File: config.mk
export PLATFORM = sky130hd
export DESIGN_NAME = keystroke_program_pack_relink_unit
export DESIGN_NICKNAME = d
export VERILOG_FILES = /design/src/rtl/kppr_pkg.sv /design/src/rtl/kppr_front.sv /design/src/rtl/kppr_queue.sv /design/src/rtl/kppr_back.sv /design/src/rtl/keystroke_program_pack_relink_unit.sv
export SDC_FILE = /design/constraint.sdc
export NUM_CORES = 1
export LEC_CHECK = 0
export ABC_AREA = 1
export BUFFER_PORTS_ARGS = -buffer_cell sky130_fd_sc_hd__clkbuf_2
export CORE_UTILIZATION = 64
export CTS_CLUSTER_DIAMETER = 50
export DETAILED_ROUTE_END_ITERATION = 8
export GPL_TIMING_DRIVEN = 0
export HOLD_SLACK_MARGIN = 0.15
export PLACE_DENSITY = 0.82
export SLEW_MARGIN = 20
export SYNTH_ARGS = -nofsm -noshare
export SYNTH_HDL_FRONTEND = slang
export SYNTH_SLANG_ARGS = --single-unit
File: constraint.sdc
create_clock -name clk_i -period 8.8 [get_ports clk_i]
set_clock_uncertainty 0.15 [all_clocks]
set_input_delay 0.44 -clock clk_i [delete_from_list [all_inputs] [get_ports clk_i]]
set_output_delay 0.44 -clock clk_i [all_outputs]
set_load 0.05 [all_outputs]
File: src/rtl/kppr_pkg.sv
`timescale 1ns / 1ps
`default_nettype none
// ----------------------------------------------------------------------------
// kppr_pkg
// Shared types, constants and the byte classifier for the keystroke program
// pack and relink unit.
// ----------------------------------------------------------------------------
package kppr_pkg;

  localparam int unsigned ADDR_W = 20;
  localparam int unsigned BYTE_W = 8;

  localparam logic [ADDR_W-1:0] ADDR_STEP = 20'd2;
  localparam logic [ADDR_W-1:0] LINK_BIAS = 20'd4;

  // d / 7 == (d * DIV7_RECIP) >> DIV7_SHIFT for every 19-bit d
  localparam logic [19:0]  DIV7_RECIP = 20'd599187;
  localparam int unsigned  DIV7_SHIFT = 22;

  localparam logic [BYTE_W-1:0] END_CODE   = 8'h09;
  localparam logic [BYTE_W-1:0] GLOBAL_TAG = 8'hC0;
  localparam logic [BYTE_W-1:0] NUM_LO     = 8'h10;
  localparam logic [BYTE_W-1:0] NUM_HI     = 8'h1C;
  localparam logic [BYTE_W-1:0] TRI1_MASK  = 8'hF0;
  localparam logic [BYTE_W-1:0] TRI3_MASK  = 8'h7F;
  localparam logic [BYTE_W-1:0] TEXT_LO    = 8'hF0;

  typedef enum logic [3:0] {
    K_FIRST, K_SINGLE, K_DBL1, K_DBL2, K_TRI1, K_TRI2, K_TRI3, K_TEXT,
    K_JTEXT, K_GLB1, K_GLB2, K_GLBL, K_GEND, K_GKEY, K_LOC1, K_LOC2
  } kppr_kind_e;

  typedef enum logic [1:0] {
    REG_START = 2'd0,
    REG_END   = 2'd1,
    REG_PRIOR = 2'd2
  } kppr_reg_e;

  // one classified beat handed from the front end to the back end
  typedef struct packed {
    logic [BYTE_W-1:0] data;
    logic              glb1;
    logic              glb2;
    logic              zero;
    logic              keep;
    logic              fin;
  } kppr_item_t;

  function automatic kppr_kind_e fresh_kind(input logic [BYTE_W-1:0] b);
    kppr_kind_e k;
    if ((b >= 8'h90 && b <= 8'hB0) || b == 8'hCE || b == 8'hCF) begin
      k = K_DBL1;
    end else if (b >= 8'hB1 && b <= 8'hBF) begin
      k = K_LOC1;
    end else if (b >= 8'hD0 && b <= 8'hEF) begin
      k = K_TRI1;
    end else if (b >= TEXT_LO) begin
      k = K_TEXT;
    end else if (b >= 8'h1D && b <= 8'h1F) begin
      k = K_JTEXT;
    end else if (b >= 8'hC0 && b <= 8'hCD) begin
      k = K_GLB1;
    end else begin
      k = K_SINGLE;
    end
    return k;
  endfunction

endpackage
`default_nettype wire

File: src/rtl/kppr_front.sv
`timescale 1ns / 1ps
`default_nettype none
// ----------------------------------------------------------------------------
// kppr_front
// Instruction-length decoder: classifies each byte, keeps the text counter and
// number-run flag, and pushes a classified item into the queue.
// ----------------------------------------------------------------------------
module kppr_front (
  input  wire                       clk_i,
  input  wire                       rst_ni,
  input  wire                       in_valid_i,
  output logic                      in_ready_o,
  input  wire  [kppr_pkg::BYTE_W-1:0] code_byte_i,
  input  wire                       final_byte_i,
  input  wire                       q_ready_i,
  output logic                      push_o,
  output kppr_pkg::kppr_item_t      item_o
);
  import kppr_pkg::*;

  kppr_kind_e  prev_q;
  logic [3:0]  text_q, text_d;
  logic        in_num_q;
  kppr_kind_e  kind;
  logic        num;
  logic [BYTE_W-1:0] data;

  assign in_ready_o = q_ready_i;
  assign push_o     = in_valid_i && q_ready_i;

  always_comb begin
    text_d = text_q;
    kind   = K_SINGLE;
    unique case (prev_q)
      K_LOC1: kind = K_LOC2;
      K_DBL1: kind = K_DBL2;
      K_TRI1: kind = K_TRI2;
      K_TRI2: kind = K_TRI3;
      K_GLB1: kind = K_GLB2;
      K_TEXT, K_GKEY: begin
        if (text_q != 4'd0) begin
          text_d = text_q - 4'd1;
          kind   = K_TEXT;
        end else begin
          kind = fresh_kind(code_byte_i);
        end
      end
      K_JTEXT: begin
        if (code_byte_i > TEXT_LO) begin
          kind = K_TEXT;
        end else begin
          kind = fresh_kind(code_byte_i);
        end
      end
      K_GLB2: begin
        if (code_byte_i >= TEXT_LO) begin
          text_d = code_byte_i[3:0];
          kind   = K_GLBL;
        end else begin
          kind = K_GEND;
        end
      end
      K_GLBL: begin
        if (text_q != 4'd0) begin
          text_d = text_q - 4'd1;
          kind   = K_GKEY;
        end else begin
          kind = fresh_kind(code_byte_i);
        end
      end
      default: kind = fresh_kind(code_byte_i);
    endcase
    // a fresh text prefix loads its length
    if (kind == K_TEXT && !(prev_q == K_TEXT || prev_q == K_GKEY) || (prev_q == K_JTEXT &&
        kind == K_TEXT)) begin
      if ((prev_q != K_TEXT && prev_q != K_GKEY) || text_q == 4'd0) begin
        text_d = code_byte_i[3:0];
      end
    end
    if ((prev_q == K_TEXT || prev_q == K_GKEY) && text_q == 4'd0 && kind == K_TEXT) begin
      text_d = code_byte_i[3:0];
    end
  end

  always_comb begin
    data = code_byte_i;
    unique case (kind)
      K_GEND:                 data = END_CODE;
      K_GKEY, K_LOC2, K_TRI2: data = '0;
      K_TRI1:                 data = code_byte_i & TRI1_MASK;
      K_TRI3:                 data = code_byte_i & TRI3_MASK;
      default:                data = code_byte_i;
    endcase
    num         = (kind == K_SINGLE) && code_byte_i >= NUM_LO && code_byte_i <= NUM_HI;
    item_o.data = data;
    item_o.glb1 = (kind == K_GLB1);
    item_o.glb2 = (kind == K_GLB2);
    item_o.zero = in_num_q && !num;
    item_o.keep = (kind != K_SINGLE) || (code_byte_i != '0);
    item_o.fin  = final_byte_i;
  end

  always_ff @(posedge clk_i or negedge rst_ni) begin
    if (!rst_ni) begin
      prev_q   <= K_FIRST;
      text_q   <= 4'd0;
      in_num_q <= 1'b0;
    end else if (push_o) begin
      if (final_byte_i) begin
        prev_q   <= K_FIRST;
        text_q   <= 4'd0;
        in_num_q <= 1'b0;
      end else begin
        prev_q   <= kind;
        text_q   <= text_d;
        in_num_q <= num;
      end
    end
  end

`ifndef SYNTHESIS
  a_fin_rearms: assert property (@(posedge clk_i) disable iff (!rst_ni)
    (push_o && item_o.fin) |=> (prev_q == K_FIRST && text_q == 4'd0 && !in_num_q))
    else $error("decoder not rearmed after final beat");
  a_glb2_follows: assert property (@(posedge clk_i) disable iff (!rst_ni)
    (push_o && item_o.glb1 && !item_o.fin) |=> (prev_q == K_GLB1))
    else $error("global header state lost");
  a_zero_needs_run: assert property (@(posedge clk_i) disable iff (!rst_ni)
    (push_o && item_o.zero) |-> in_num_q)
    else $error("end-of-number zero without number run");
`endif

endmodule
`default_nettype wire

File: src/rtl/kppr_queue.sv
`timescale 1ns / 1ps
`default_nettype none
// ----------------------------------------------------------------------------
// kppr_queue
// Two-entry queue of classified items between the decoder and the sequencer.
// ----------------------------------------------------------------------------
module kppr_queue (
  input  wire                  clk_i,
  input  wire                  rst_ni,
  input  wire                  push_i,
  input  kppr_pkg::kppr_item_t item_i,
  output logic                 ready_o,
  input  wire                  pop_i,
  output logic                 valid_o,
  output kppr_pkg::kppr_item_t item_o
);
  import kppr_pkg::*;

  kppr_item_t mem_q [2];
  logic       wr_ptr_q, rd_ptr_q;
  logic [1:0] count_q;

  assign ready_o = (count_q != 2'd2);
  assign valid_o = (count_q != 2'd0);
  assign item_o  = mem_q[rd_ptr_q];

  always_ff @(posedge clk_i or negedge rst_ni) begin
    if (!rst_ni) begin
      wr_ptr_q <= 1'b0;
      rd_ptr_q <= 1'b0;
      count_q  <= 2'd0;
    end else begin
      if (push_i) begin
        wr_ptr_q <= ~wr_ptr_q;
      end
      if (pop_i) begin
        rd_ptr_q <= ~rd_ptr_q;
      end
      unique case ({push_i, pop_i})
        2'b10:   count_q <= count_q + 2'd1;
        2'b01:   count_q <= count_q - 2'd1;
        default: count_q <= count_q;
      endcase
    end
  end

  always_ff @(posedge clk_i) begin
    if (push_i) begin
      mem_q[wr_ptr_q] <= item_i;
    end
  end

`ifndef SYNTHESIS
  a_no_overflow: assert property (@(posedge clk_i) disable iff (!rst_ni)
    push_i |-> (count_q != 2'd2 || pop_i))
    else $error("push into full queue");
  a_no_underflow: assert property (@(posedge clk_i) disable iff (!rst_ni)
    pop_i |-> count_q != 2'd0)
    else $error("pop from empty queue");
  a_count_range: assert property (@(posedge clk_i) disable iff (!rst_ni)
    count_q != 2'd3)
    else $error("queue count out of range");
`endif

endmodule
`default_nettype wire

File: src/rtl/kppr_back.sv
`timescale 1ns / 1ps
`default_nettype none
// ----------------------------------------------------------------------------
// kppr_back
// Sequencer: holds the address registers, computes link offsets with a
// reciprocal multiply, and writes out up to four result beats per item.
// ----------------------------------------------------------------------------
module kppr_back (
  input  wire                         clk_i,
  input  wire                         rst_ni,
  input  wire                         cfg_we_i,
  input  wire  [1:0]                  cfg_index_i,
  input  wire  [kppr_pkg::ADDR_W-1:0] cfg_data_i,
  input  wire                         q_valid_i,
  input  kppr_pkg::kppr_item_t        q_item_i,
  output logic                        pop_o,
  output logic                        out_valid_o,
  input  wire                         out_ready_i,
  output logic [kppr_pkg::ADDR_W-1:0] write_address_o,
  output logic [kppr_pkg::BYTE_W-1:0] write_data_o,
  output logic                        run_last_o
);
  import kppr_pkg::*;

  typedef enum logic [2:0] {
    S_IDLE, S_GDIV, S_ZERO, S_BYTE, S_EDIV, S_END1, S_END2
  } state_e;

  state_e            state_q;
  kppr_item_t        cur_q;
  logic [ADDR_W-1:0] start_q, end_q, prior_q, next_addr_q, last_glb_q;
  logic [BYTE_W-1:0] held_q;
  logic [8:0]        quo_q;
  logic [2:0]        dlo_q;
  logic              lz_q;
  logic              out_valid_q, run_last_q;
  logic [ADDR_W-1:0] out_addr_q;
  logic [BYTE_W-1:0] out_data_q;

  logic              emit_free;
  logic              emit_now;
  logic [ADDR_W-1:0] div_addr, diff;
  logic [18:0]       dval;
  logic [38:0]       prod;
  logic [2:0]        rem;
  logic [3:0]        byt;
  logic [BYTE_W-1:0] regoff;

  function automatic state_e first_step(input kppr_item_t it);
    state_e s;
    if (it.glb1)      s = S_GDIV;
    else if (it.zero) s = S_ZERO;
    else if (it.keep) s = S_BYTE;
    else if (it.fin)  s = S_EDIV;
    else              s = S_IDLE;
    return s;
  endfunction

  function automatic state_e after_zero(input kppr_item_t it);
    state_e s;
    if (it.keep)     s = S_BYTE;
    else if (it.fin) s = S_EDIV;
    else             s = S_IDLE;
    return s;
  endfunction

  assign pop_o           = (state_q == S_IDLE) && q_valid_i;
  assign emit_free       = !out_valid_q || out_ready_i;
  // a result beat leaves the sequencer this cycle
  assign emit_now        = emit_free && (state_q == S_ZERO || state_q == S_BYTE ||
                                         state_q == S_END1 || state_q == S_END2);
  assign out_valid_o     = out_valid_q;
  assign write_address_o = out_addr_q;
  assign write_data_o    = out_data_q;
  assign run_last_o      = run_last_q;

  // d = (addr - lower + 4) / 2, quotient by 7 via reciprocal multiply
  always_comb begin
    div_addr = (state_q == S_EDIV) ? end_q : next_addr_q;
    diff     = div_addr - last_glb_q + LINK_BIAS;
    dval     = diff[ADDR_W-1:1];
    prod     = 39'(dval) * 39'(DIV7_RECIP);
    // remainder d - 7q, and -7 == 1 modulo 8
    rem      = dlo_q + quo_q[2:0];
    byt      = lz_q ? 4'd0 : {rem, quo_q[8]};
    regoff   = lz_q ? '0 : quo_q[7:0];
  end

  always_ff @(posedge clk_i or negedge rst_ni) begin
    if (!rst_ni) begin
      state_q     <= S_IDLE;
      cur_q       <= '0;
      start_q     <= '0;
      end_q       <= '0;
      prior_q     <= '0;
      next_addr_q <= '0;
      last_glb_q  <= '0;
      held_q      <= '0;
      quo_q       <= '0;
      dlo_q       <= '0;
      lz_q        <= 1'b0;
      out_valid_q <= 1'b0;
      run_last_q  <= 1'b0;
      out_addr_q  <= '0;
      out_data_q  <= '0;
    end else begin
      out_valid_q <= emit_now || (out_valid_q && !out_ready_i);
      unique case (state_q)
        S_IDLE: begin
          if (q_valid_i) begin
            cur_q   <= q_item_i;
            state_q <= first_step(q_item_i);
          end
        end
        S_GDIV: begin
          quo_q      <= prod[DIV7_SHIFT +: 9];
          dlo_q      <= dval[2:0];
          lz_q       <= (last_glb_q == '0);
          last_glb_q <= next_addr_q;
          state_q    <= cur_q.zero ? S_ZERO : S_BYTE;
        end
        S_EDIV: begin
          quo_q   <= prod[DIV7_SHIFT +: 9];
          dlo_q   <= dval[2:0];
          lz_q    <= (last_glb_q == '0);
          state_q <= S_END1;
        end
        S_ZERO: begin
          if (emit_free) begin
            out_addr_q  <= next_addr_q;
            out_data_q  <= '0;
            run_last_q  <= !cur_q.keep && !cur_q.fin;
            next_addr_q <= next_addr_q + ADDR_STEP;
            state_q     <= after_zero(cur_q);
          end
        end
        S_BYTE: begin
          if (emit_free) begin
            out_addr_q  <= next_addr_q;
            if (cur_q.glb1) begin
              out_data_q <= GLOBAL_TAG | {4'd0, byt};
              held_q     <= regoff;
            end else if (cur_q.glb2) begin
              out_data_q <= held_q;
            end else begin
              out_data_q <= cur_q.data;
            end
            run_last_q  <= !cur_q.fin;
            next_addr_q <= next_addr_q + ADDR_STEP;
            state_q     <= cur_q.fin ? S_EDIV : S_IDLE;
          end
        end
        S_END1: begin
          if (emit_free) begin
            out_addr_q  <= end_q;
            out_data_q  <= GLOBAL_TAG | {4'd0, byt};
            run_last_q  <= 1'b0;
            state_q     <= S_END2;
          end
        end
        S_END2: begin
          if (emit_free) begin
            out_addr_q  <= end_q + ADDR_STEP;
            out_data_q  <= regoff;
            run_last_q  <= 1'b1;
            // rearm for the next program
            next_addr_q <= start_q;
            last_glb_q  <= prior_q;
            held_q      <= '0;
            state_q     <= S_IDLE;
          end
        end
        default: state_q <= S_IDLE;
      endcase
      if (cfg_we_i) begin
        unique case (kppr_reg_e'(cfg_index_i))
          REG_START: begin
            start_q     <= cfg_data_i;
            next_addr_q <= cfg_data_i;
          end
          REG_END: end_q <= cfg_data_i;
          REG_PRIOR: begin
            prior_q    <= cfg_data_i;
            last_glb_q <= cfg_data_i;
          end
          default: ;
        endcase
      end
    end
  end

`ifndef SYNTHESIS
  a_ediv_on_fin: assert property (@(posedge clk_i) disable iff (!rst_ni)
    (state_q == S_EDIV) |-> cur_q.fin)
    else $error("relink of end header without final beat");
  a_gdiv_on_glb: assert property (@(posedge clk_i) disable iff (!rst_ni)
    (state_q == S_GDIV) |-> (cur_q.glb1 && cur_q.keep))
    else $error("link offset run for a non-global byte");
  a_end_pair: assert property (@(posedge clk_i) disable iff (!rst_ni)
    (state_q == S_END1 && emit_free) |=> (state_q == S_END2 && out_valid_q && !run_last_q))
    else $error("end header beats out of order");
  a_rearm: assert property (@(posedge clk_i) disable iff (!rst_ni)
    (state_q == S_END2 && emit_free) |=> (next_addr_q == start_q && held_q == '0))
    else $error("addresses not rearmed after final beat");
`endif

endmodule
`default_nettype wire

File: src/rtl/keystroke_program_pack_relink_unit.sv
`timescale 1ns / 1ps
`default_nettype none
// ----------------------------------------------------------------------------
// keystroke_program_pack_relink_unit
// Packs keystroke program bytes, chains global headers and relinks the final
// end header, writing each surviving byte with its nibble address.
// ----------------------------------------------------------------------------
//  channel  handshake                 payload
//  in       in_valid_i / in_ready_o   code_byte_i, final_byte_i
//  out      out_valid_o / out_ready_i write_address_o, write_data_o, run_last_o
//  cfg      cfg_we_i                  cfg_index_i, cfg_data_i
//
//  The decoder takes one byte a cycle into a two-entry queue while the queue
//  has room. The sequencer pops an item only when idle, then emits one result
//  beat per state, with a divide state before each link offset (global header
//  or final relink); it takes no new item until it is through with the last.
//  Reset: decoder in its first state, all address registers zero, no result.
//  A stalled output holds the sequencer; the queue keeps the input open for
//  two more beats.
// ----------------------------------------------------------------------------
module keystroke_program_pack_relink_unit (
  input  wire                         clk_i,
  input  wire                         rst_ni,
  input  wire                         in_valid_i,
  output logic                        in_ready_o,
  input  wire  [kppr_pkg::BYTE_W-1:0] code_byte_i,
  input  wire                         final_byte_i,
  output logic                        out_valid_o,
  input  wire                         out_ready_i,
  output logic [kppr_pkg::ADDR_W-1:0] write_address_o,
  output logic [kppr_pkg::BYTE_W-1:0] write_data_o,
  output logic                        run_last_o,
  input  wire                         cfg_we_i,
  input  wire  [1:0]                  cfg_index_i,
  input  wire  [kppr_pkg::ADDR_W-1:0] cfg_data_i
);
  import kppr_pkg::*;

  kppr_item_t push_item, pop_item;
  logic       push, q_ready, q_valid, pop;

  kppr_front u_front (
    .clk_i       (clk_i),
    .rst_ni      (rst_ni),
    .in_valid_i  (in_valid_i),
    .in_ready_o  (in_ready_o),
    .code_byte_i (code_byte_i),
    .final_byte_i(final_byte_i),
    .q_ready_i   (q_ready),
    .push_o      (push),
    .item_o      (push_item)
  );

  kppr_queue u_queue (
    .clk_i  (clk_i),
    .rst_ni (rst_ni),
    .push_i (push),
    .item_i (push_item),
    .ready_o(q_ready),
    .pop_i  (pop),
    .valid_o(q_valid),
    .item_o (pop_item)
  );

  kppr_back u_back (
    .clk_i          (clk_i),
    .rst_ni         (rst_ni),
    .cfg_we_i       (cfg_we_i),
    .cfg_index_i    (cfg_index_i),
    .cfg_data_i     (cfg_data_i),
    .q_valid_i      (q_valid),
    .q_item_i       (pop_item),
    .pop_o          (pop),
    .out_valid_o    (out_valid_o),
    .out_ready_i    (out_ready_i),
    .write_address_o(write_address_o),
    .write_data_o   (write_data_o),
    .run_last_o     (run_last_o)
  );

endmodule
`default_nettype wire

==> flow_metrics.env, run 1 <==
export IMPL_status="finished clean"
export IMPL_regToRegSetupSlack_ns=0.51
export IMPL_worstSkewPairLatency_ns=0.54
export IMPL_rsz0062_at_grt="false"
export IMPL_core_area_um2=24300
export IMPL_final_max_slew_violation_count=0
export IMPL_slew_headroom_pct=34.3
export IMPL_cts_tree="done"
export IMPL_async_reset_ff_share_pct=87.4
export IMPL_hold_viol_final=0
export IMPL_numClockSinks=206
export IMPL_worstHoldStart="code_byte_i[0]"
export IMPL_drt_met1_wl_mm=17.3
export IMPL_wl_met3_mm=3.37
export IMPL_reg2reg_depth=35
export IMPL_start_util_pct=65.3
export IMPL_cp_required_ns=9.06
export IMPL_dpl_hpwl_mm=34.8
export IMPL_syn_area_per_cell_um2=7.82
export IMPL_cts_root_buf="clkbuf_16"
export IMPL_setup_tns_ns=0
export IMPL_min_path_cells=5
export IMPL_timing_rr_end="u_back.quo_q[6]"
export IMPL_fin_crit_sh_pct=94.2
export IMPL_antenna_left=0
export IMPL_min_period_ns=8.29
export IMPL_netlist_instances=2030
export IMPL_hold_path_class="in2reg"
export IMPL_clock_tree_buffer_depth=3
export IMPL_port_buffers=66
export IMPL_fmax_mhz=121
export IMPL_vias=14493
export IMPL_drt_iter0_drc=1254
export IMPL_synth_cell_types=53
export IMPL_ys_warn_count=0
export IMPL_highest_layer="met4"
export IMPL_cp_arrival_ns=8.55
export IMPL_worst_slew_pin_slew_ns=0.981
export IMPL_avgRoutedWirePerCell_um=17.7
export IMPL_max_cap_viol_count=0
export IMPL_path_clk_slew_ns=0.06
export IMPL_cp_slowest_cell="fa_1"
export IMPL_synth_area_um2=15900
export IMPL_cp_end_kind="flip-flop"
export IMPL_synth_top_area_share_pct=28.4
export IMPL_dp_slack_ns=-0.142
export IMPL_grt_max_degree=75
export IMPL_critPathKind="reg2reg"
export IMPL_post_route_drc_count=0
export IMPL_met2WireLength_mm=21.8
export IMPL_cpPeakStageDelay_ns=0.55
export IMPL_grt_use_total_pct=35.2
export IMPL_ios=67
export IMPL_grt_pass1_wl_mm=71.5
export IMPL_yosys_area_top_type="dfrtp_1"
export IMPL_area_growth_pct=12.4
export IMPL_drt_wl_total_mm=44.1
export IMPL_crit_fanout=10
export IMPL_finish_net_count=2403
export IMPL_synth_nets=2283
export IMPL_numCtsBuffers=25
export IMPL_htreeDepth=1
export IMPL_routed_via_density=5.81
export IMPL_firstDrtPassIters=7
export IMPL_die_w_um=160
export IMPL_overflow=0
export IMPL_die_h_um=160
export IMPL_setup_viol=0
export IMPL_critical_path_startpoint_type="flip-flop"
export IMPL_antenna_cells=0
export IMPL_synth_edff_count=26
export IMPL_drive_above_1_share_pct=7.88
export IMPL_yosysSeqAreaShare_pct=33.3
export IMPL_die_area_um2=25400
export IMPL_min_to="u_front.text_q[0]"
export IMPL_synth_ff_type="dfrtp_1"
export IMPL_synthTopCellsByArea="dfrtp_1, ha_1, nand2_1"
export IMPL_gp_congestion=0.969
export IMPL_antenna_found_initial=0
export IMPL_r2r_start="u_back.state_q[1]"
export IMPL_fillCellCount=1872
export IMPL_multi_input_area_um2=9010
export IMPL_ys_ff_latch=206
export IMPL_regArea_um2=5290
export IMPL_setup_ws_ns=0.507
export IMPL_rows=57
export IMPL_grt_pass1_vias=14533
routing by layer:
metal / vias up / track usage (%)
met4: 0 / 13.3
met2: 620 / 62.1
met1: 6844 / 44.2
li1: 6905 / -
met3: 124 / 4.43
met5: - / 0
synth_stat cells (all sizes together) (25+ instances only):
| cell | instances |
|---|---|
| a21oi | 101 |
| clkbuf | 37 |
| dfrtp | 180 |
| edfxtp | 26 |
| fa | 70 |
| ha | 147 |
| inv | 374 |
| nand2 | 421 |
| nand3 | 92 |
| nand4 | 25 |
| nor2 | 157 |
| o21ai | 193 |
| o22ai | 35 |
cells in the final DEF, fill, tap and decap left out, drive strengths merged, types with 5 or more instances in the layout:
cell type	count
edfxtp	26
ha	147
inv	377
dlygate4sd3	24
xor2	19
xnor2	10
nand4	25
o22ai	35
o21bai	6
clkbuf	134
a21oi	101
o311ai	6
or2	6
nand3b	5
clkinv	11
nor4	10
dfrtp	180
nor3	16
nor2	157
fa	70
buf	19
o211ai	5
nand3	92
a21o	6
o221ai	10
a221oi	18
nand2	421
a31oi	15
o21ai	193
critical path, delay by kind of cell, from the launching register on:
kind	cells	cell delay [ns]
adder cells (fa/ha/maj)	10	4.08
AO/OA/AOI/OAI	9	1.42
AND/OR/NAND/NOR	10	1.06
buffers and inverters	5	0.66
XOR/XNOR	1	0.30
flip-flops	1	0.47
cell families after synthesis:
kind of cell | Yosys count | synth area share, %
buffers and inverters | 429 | 10.2
DFF | 206 | 33.3
muxes | 3 | 0.205
and+or+nand+nor | 736 | 19.5
adders and majority gates | 217 | 20.4
AOI/OAI and AO/OA | 410 | 14.8
xor gates and xnor gates | 29 | 1.60
state kept, by name, summed over array words and instances (netlist names), 4 cells and up:
register                flops
u_back.end_q               20
u_back.prior_q             20
u_back.cur_q               13
u_front.prev_q              4
u_back.next_addr_q         20
u_back.quo_q                9
u_queue.mem_q              26
u_front.text_q              4
u_back.last_glb_q          20
u_back.held_q               8
u_back.write_data_o         8
u_back.start_q             20
u_back.write_address_o     20
timing repair:
action	4_1_cts	5_1_grt
endpoints found under the setup margin	3	9
hold buffers	24	0
endpoints found under the hold margin	211	0
resized for setup	2	9
setup buffers	0	1
pin swaps	0	2
per-stage QoR:
stage	hold WS, ns	utilization (%)	cell area (um^2)	cells
after global routing	0.199	73.4	17800	2493
after detailed placement	0.264	68.6	16700	2422
after CTS	0.180	73.2	17800	2492
final	0.190	73.4	17800	2493
after floorplan	-0.00559	-	15900	2030
after global placement	0.311	68.3	16600	2420
area by class of cell:
| cell class | count | area share (%) |
|---|---|---|
| clock buffers | 31 | 3.74 |
| well taps | 324 | 2.27 |
| plain buffers | 53 | 1.23 |
| flip-flops and latches | 206 | 29.6 |
| repair buffers | 93 | 3.60 |
| multi-input cells | 1395 | 50.5 |
| clock inverters | 15 | 1.13 |
| inverters | 376 | 7.91 |
how the worst max path moves through the flow:
stage,start,end,slack (ns),depth (start not counted)
final,u_back.state_q[1],u_back.quo_q[6],0.51,35
after global routing,u_back.state_q[1],u_back.quo_q[6],0.08,35
after CTS,u_back.state_q[1],u_back.quo_q[4],0.12,36
after detailed placement,u_back.state_q[1],u_back.quo_q[4],-0.14,36
after global placement,u_back.state_q[2],u_back.quo_q[4],-0.06,36
after floorplan,u_back.state_q[2],u_back.quo_q[4],1.19,36
Power of run 1 is left out: the tool's default activity adds up to more than one toggle a clock period on the data nets, which glitch-free logic cannot reach.
==> run 2, diff against run 1 <==
--- a/config.mk
+++ b/config.mk
@@ -17,3 +17,4 @@
 export SYNTH_ARGS = -nofsm -noshare
 export SYNTH_HDL_FRONTEND = slang
+export SYNTH_HIERARCHICAL = 1
 export SYNTH_SLANG_ARGS = --single-unit
==> constraint.sdc (replaced) <==
create_clock -name clk_i -period 8.8 [get_ports clk_i]
set_clock_uncertainty 0.15 [all_clocks]
set_input_delay 1.32 -clock clk_i [delete_from_list [all_inputs] [get_ports clk_i]]
set_output_delay 1.32 -clock clk_i [all_outputs]
set_load 0.05 [all_outputs]
==> flow_metrics.env, run 2 <==
export IMPL_netlist_instances=2308
export IMPL_fin_crit_sh_pct=89.9
export IMPL_cts_setup_buffers=0
export IMPL_synthTopCellsByArea="dfrtp_1, nand2_1, ha_1"
export IMPL_drt_wl_total_mm=48.2
export IMPL_largest_register="u_queue/mem_q"
export IMPL_rsz0062_at_grt="false"
export IMPL_critical_path_startpoint_type="flip-flop"
export IMPL_path_delay_family="adder cells"
export IMPL_clock_tree_buffer_depth=3
export IMPL_start_util_pct=65.1
export IMPL_ios=67
export IMPL_setup_viol=0
export IMPL_final_area_um2=18500
export IMPL_max_cap_viol_count=0
export IMPL_grt_pass1_wl_mm=76.1
export IMPL_rows=59
export IMPL_cpPeakStageDelay_ns=0.72
export IMPL_cp_arrival_ns=8.17
export IMPL_antenna_found_initial=0
export IMPL_synth_commonest_cells="nand2_1, inv_1, dfrtp_1, nor2_1, ha_1"
export IMPL_synth_edff_count=26
export IMPL_holdWs_ns=0.331
export IMPL_die_w_um=165
export IMPL_regToRegSetupSlack_ns=0.89
export IMPL_area_growth_pct=9.31
export IMPL_setup_ws_ns=0.886
export IMPL_cp_required_ns=9.06
export IMPL_die_area_um2=27100
export IMPL_final_common_cell="nand2_1"
export IMPL_hold_path_class="reg2reg"
export IMPL_htreeDepth=1
export IMPL_min_path_cells=2
export IMPL_overflow=0
export IMPL_antenna_left=0
export IMPL_port_buffers=66
export IMPL_mostFrequentLayoutCells="nand2_1, inv_1, dfrtp_1"
export IMPL_ys_warn_count=6
export IMPL_cp_end_kind="flip-flop"
export IMPL_post_route_drc_count=0
export IMPL_worstSkewPairLatency_ns=0.53
export IMPL_fmax_mhz=126
export IMPL_dpl_hpwl_mm=38.6
export IMPL_worst_slew_pin_slew_ns=0.738
export IMPL_finish_net_count=2654
export IMPL_crit_fanout=10
export IMPL_cp_num_buf_inv=5
export IMPL_postCtsHoldBufs=0
export IMPL_critPathMostFrequentCell="nand2_1"
export IMPL_status="finished clean"
export IMPL_cts_tree="done"
export IMPL_async_reset_ff_share_pct=87.4
export IMPL_placed_area_um2=17700
export IMPL_syn_area_per_cell_um2=7.33
export IMPL_grt_use_total_pct=36.2
export IMPL_numCtsBuffers=23
export IMPL_r2r_start="u_back/state_q[1]"
export IMPL_min_to="u_back/write_data_o[6]"
export IMPL_gp_congestion=0.969
export IMPL_dp_slack_ns=0.908
export IMPL_core_area_um2=26000
export IMPL_yosysSeqAreaShare_pct=31.3
export IMPL_synth_area_um2=16900
export IMPL_path_clk_slew_ns=0.06
export IMPL_cp_slowest_cell="fa_1"
export IMPL_yosys_area_top_type="dfrtp_1"
export IMPL_synth_most_common_cell="nand2_1"
export IMPL_firstDrtPassIters=6
export IMPL_grt_max_degree=67
export IMPL_setup_tns_ns=0
export IMPL_largest_reg_flops=26
export IMPL_synth_cell_types=51
export IMPL_grt_pass1_vias=15160
export IMPL_cts_resized=0
export IMPL_ys_ff_latch=206
export IMPL_antenna_cells=0
export IMPL_avgRoutedWirePerCell_um=17.5
export IMPL_synth_nets=2561
export IMPL_synth_ff_type="dfrtp_1"
export IMPL_final_max_slew_violation_count=0
export IMPL_min_period_ns=7.91
export IMPL_synth_top_area_share_pct=26.6
export IMPL_critPathKind="reg2reg"
export IMPL_hold_viol_final=0
export IMPL_cts_root_buf="clkbuf_16"
export IMPL_vias=15727
export IMPL_die_h_um=165
export IMPL_routed_via_density=5.71
export IMPL_numClockSinks=206
export IMPL_drive_above_1_share_pct=7.70
export IMPL_worstHoldStart="u_back/write_data_o[6]"
export IMPL_slew_headroom_pct=50.8
export IMPL_timing_rr_end="u_back/quo_q[8]"
export IMPL_reg2reg_depth=33
export IMPL_drt_iter0_drc=1338
-- run 2: per-layer routing --
layer / GRT usage [%] / up-vias / wire length (um)
met5: 0 / - / 0
met4: 14.7 / 0 / 1870
met3: 6.35 / 132 / 3830
met2: 60.6 / 660 / 22900
met1: 46.4 / 7395 / 19600
li1: - / 7540 / -
-- run 2: kinds of logic (layout without fill, tap and decap cells) --
group	count (synthesis)	count (layout)	share of synthesized area [%]
AOI/OAI and AO/OA	318	318	11.0
xor gates and xnor gates	22	22	1.14
adders and majority gates	217	217	19.2
buffers and inverters	487	596	11.3
DFF	206	206	31.3
muxes	2	2	0.133
and+or+nand+nor	1056	1056	26.0
-- run 2: cell type report --
class / instances / area, um^2
Clock inverter: 11 / 104
Timing Repair Buffer: 68 / 394
Sequential cell: 206 / 5290
Fill cell: 2159 / 7500
Clock buffer: 30 / 647
Inverter: 434 / 1630
Multi-Input combinational cell: 1615 / 9720
Tap cell: 335 / 419
Buffer: 53 / 287
-- run 2: worst reg2reg max path: cells and delay by family, from the launching register on --
family | cells | cell delay [ns]
adder cells (fa/ha/maj) | 9 | 4.09
AO/OA/AOI/OAI | 2 | 0.44
buffers and inverters | 5 | 0.61
flip-flops | 1 | 0.45
AND/OR/NAND/NOR | 17 | 2.06
-- run 2: worst max path at each step --
stage / start / end / slack, ns / cells after the start
2_1_floorplan: u_back/state_q[1] / u_back/quo_q[6] / 2.09 / 32
3_3_place_gp: u_back/state_q[1] / u_back/quo_q[7] / 1.04 / 33
3_5_place_dp: u_back/state_q[1] / u_back/quo_q[7] / 0.91 / 33
4_1_cts: u_back/state_q[1] / u_back/quo_q[7] / 0.90 / 33
5_1_grt: u_back/state_q[1] / u_back/quo_q[3] / 0.28 / 32
6_report: u_back/state_q[1] / u_back/quo_q[8] / 0.89 / 33
-- run 2: through the flow --
stage	instances	util, %
floorplan	2308	-
global placement	2709	68.0
detailed placement	2711	68.2
CTS	2752	71.1
global route	2752	71.1
finish	2752	71.1
Power of run 2 is left out for the same reason.
==> run 3, diff against run 2 <==
Settings changed: RECOVER_POWER from default to 50.
==> flow_metrics.env, run 3 (synthesis gave the netlist of run 2 again) <==
export IMPL_status="finished, violations left"
export IMPL_violations="capacitance limit, slew limit"
export IMPL_antenna_found_initial=0
export IMPL_numClockSinks=206
export IMPL_grt_pass1_wl_mm=76.1
export IMPL_die_w_um=165
export IMPL_hold_path_class="reg2reg"
export IMPL_grt_pass1_vias=15160
export IMPL_cts_setup_buffers=0
export IMPL_critPathKind="reg2reg"
export IMPL_min_path_cells=2
export IMPL_vias=15808
export IMPL_final_area_um2=18400
export IMPL_setup_viol=0
export IMPL_min_to="u_back/cur_q[8]"
export IMPL_numCtsBuffers=23
export IMPL_worst_slew_pin_slew_ns=3.25
export IMPL_core_area_um2=26000
export IMPL_gp_congestion=0.969
export IMPL_rows=59
export IMPL_min_period_ns=7.96
export IMPL_final_max_slew_violation_count=185
export IMPL_drt_wl_total_mm=48.2
export IMPL_rsz0062_at_grt="false"
export IMPL_postCtsHoldBufs=0
export IMPL_fin_crit_sh_pct=90.4
export IMPL_clock_tree_buffer_depth=3
export IMPL_max_cap_viol_count=3
export IMPL_worstSkewPairLatency_ns=0.53
export IMPL_critical_path_startpoint_type="flip-flop"
export IMPL_dp_slack_ns=0.908
export IMPL_start_util_pct=65.1
export IMPL_cp_required_ns=9.11
export IMPL_worstSetupStartpoint="u_back/state_q[1]"
export IMPL_largest_reg_flops=26
export IMPL_placed_area_um2=17700
export IMPL_area_growth_pct=8.83
export IMPL_crit_fanout=10
export IMPL_avgRoutedWirePerCell_um=17.5
export IMPL_slew_headroom_pct=-117
export IMPL_fmax_mhz=126
export IMPL_overflow=0
export IMPL_grt_max_degree=67
export IMPL_cp_slowest_cell="fa_1"
export IMPL_finish_net_count=2654
export IMPL_antenna_left=0
export IMPL_drt_iter0_drc=1400
export IMPL_worstHoldStart="u_back/cur_q[8]"
export IMPL_final_common_cell="nand2_1"
export IMPL_die_h_um=165
export IMPL_drive_above_1_share_pct=7.16
export IMPL_fillCellCount=2170
export IMPL_critPathMostFrequentCell="nand2_1"
export IMPL_cpPeakStageDelay_ns=0.59
export IMPL_regToRegSetupSlack_ns=0.84
export IMPL_largest_register="u_queue/mem_q"
export IMPL_reg2reg_depth=33
export IMPL_die_area_um2=27100
export IMPL_final_cells=2752
export IMPL_routed_via_density=5.74
export IMPL_ios=67
export IMPL_path_clk_slew_ns=0.06
export IMPL_cts_root_buf="clkbuf_16"
export IMPL_cts_tree="done"
export IMPL_cp_arrival_ns=8.27
export IMPL_post_route_drc_count=0
export IMPL_grt_use_total_pct=36.2
export IMPL_cp_end_kind="flip-flop"
export IMPL_timing_rr_end="u_back/quo_q[6]"
export IMPL_dpl_hpwl_mm=38.6
export IMPL_mostFrequentLayoutCells="nand2_1, inv_1, nor2_1, dfrtp_1, ha_1"
export IMPL_port_buffers=66
export IMPL_antenna_cells=0
export IMPL_dp_cells=2711
export IMPL_firstDrtPassIters=6
export IMPL_setup_ws_ns=0.844
export IMPL_hold_viol_final=0
export IMPL_setup_tns_ns=0
export IMPL_htreeDepth=1
export IMPL_r2r_start="u_back/state_q[1]"
export IMPL_cts_resized=0
-- run 3: worst max-delay path by stage --
stage | to | slack (ns) | depth (start not counted)
2_1_floorplan | u_back/quo_q[6] | 2.09 | 32
3_3_place_gp | u_back/quo_q[7] | 1.04 | 33
3_5_place_dp | u_back/quo_q[7] | 0.91 | 33
4_1_cts | u_back/quo_q[7] | 0.90 | 33
5_1_grt | u_back/quo_q[3] | 0.28 | 32
6_report | u_back/quo_q[6] | 0.84 | 33
-- run 3: worst max-delay path: cells and delay by family (launching register included) --
family	cells	cell delay, ns
compound gates	3	0.48
flops	1	0.45
buf+inv	6	0.98
fa+ha+maj	9	3.59
simple gates	15	2.26
-- run 3: per-layer routing --
| layer | vias to the layer above | routed length (um) | GRT usage, % |
|---|---|---|---|
| met2 | 684 | 22900 | 60.6 |
| met5 | - | 0 | 0 |
| li1 | 7539 | - | - |
| met1 | 7451 | 19700 | 46.4 |
| met3 | 134 | 3710 | 6.35 |
| met4 | 0 | 1860 | 14.7 |
-- run 3: cell type report --
type	instances	area (um^2)	area share [%]
buffer	53	284	1.54
multi-input combinational	1615	9700	52.7
sequential	206	5290	28.7
timing repair buffer	68	333	1.81
tap	335	419	2.28
inverter	434	1630	8.86
clock buffer	30	647	3.51
clock inverter	11	104	0.564
-- run 3: metrics by stage --
stage	util (%)	hold slack, ns
5_1_grt	70.8	0.341
4_1_cts	71.1	0.329
3_3_place_gp	68.0	0.304
2_1_floorplan	-	0.287
3_5_place_dp	68.2	0.314
6_report	70.8	0.329
Power of run 3 is left out for the same reason.
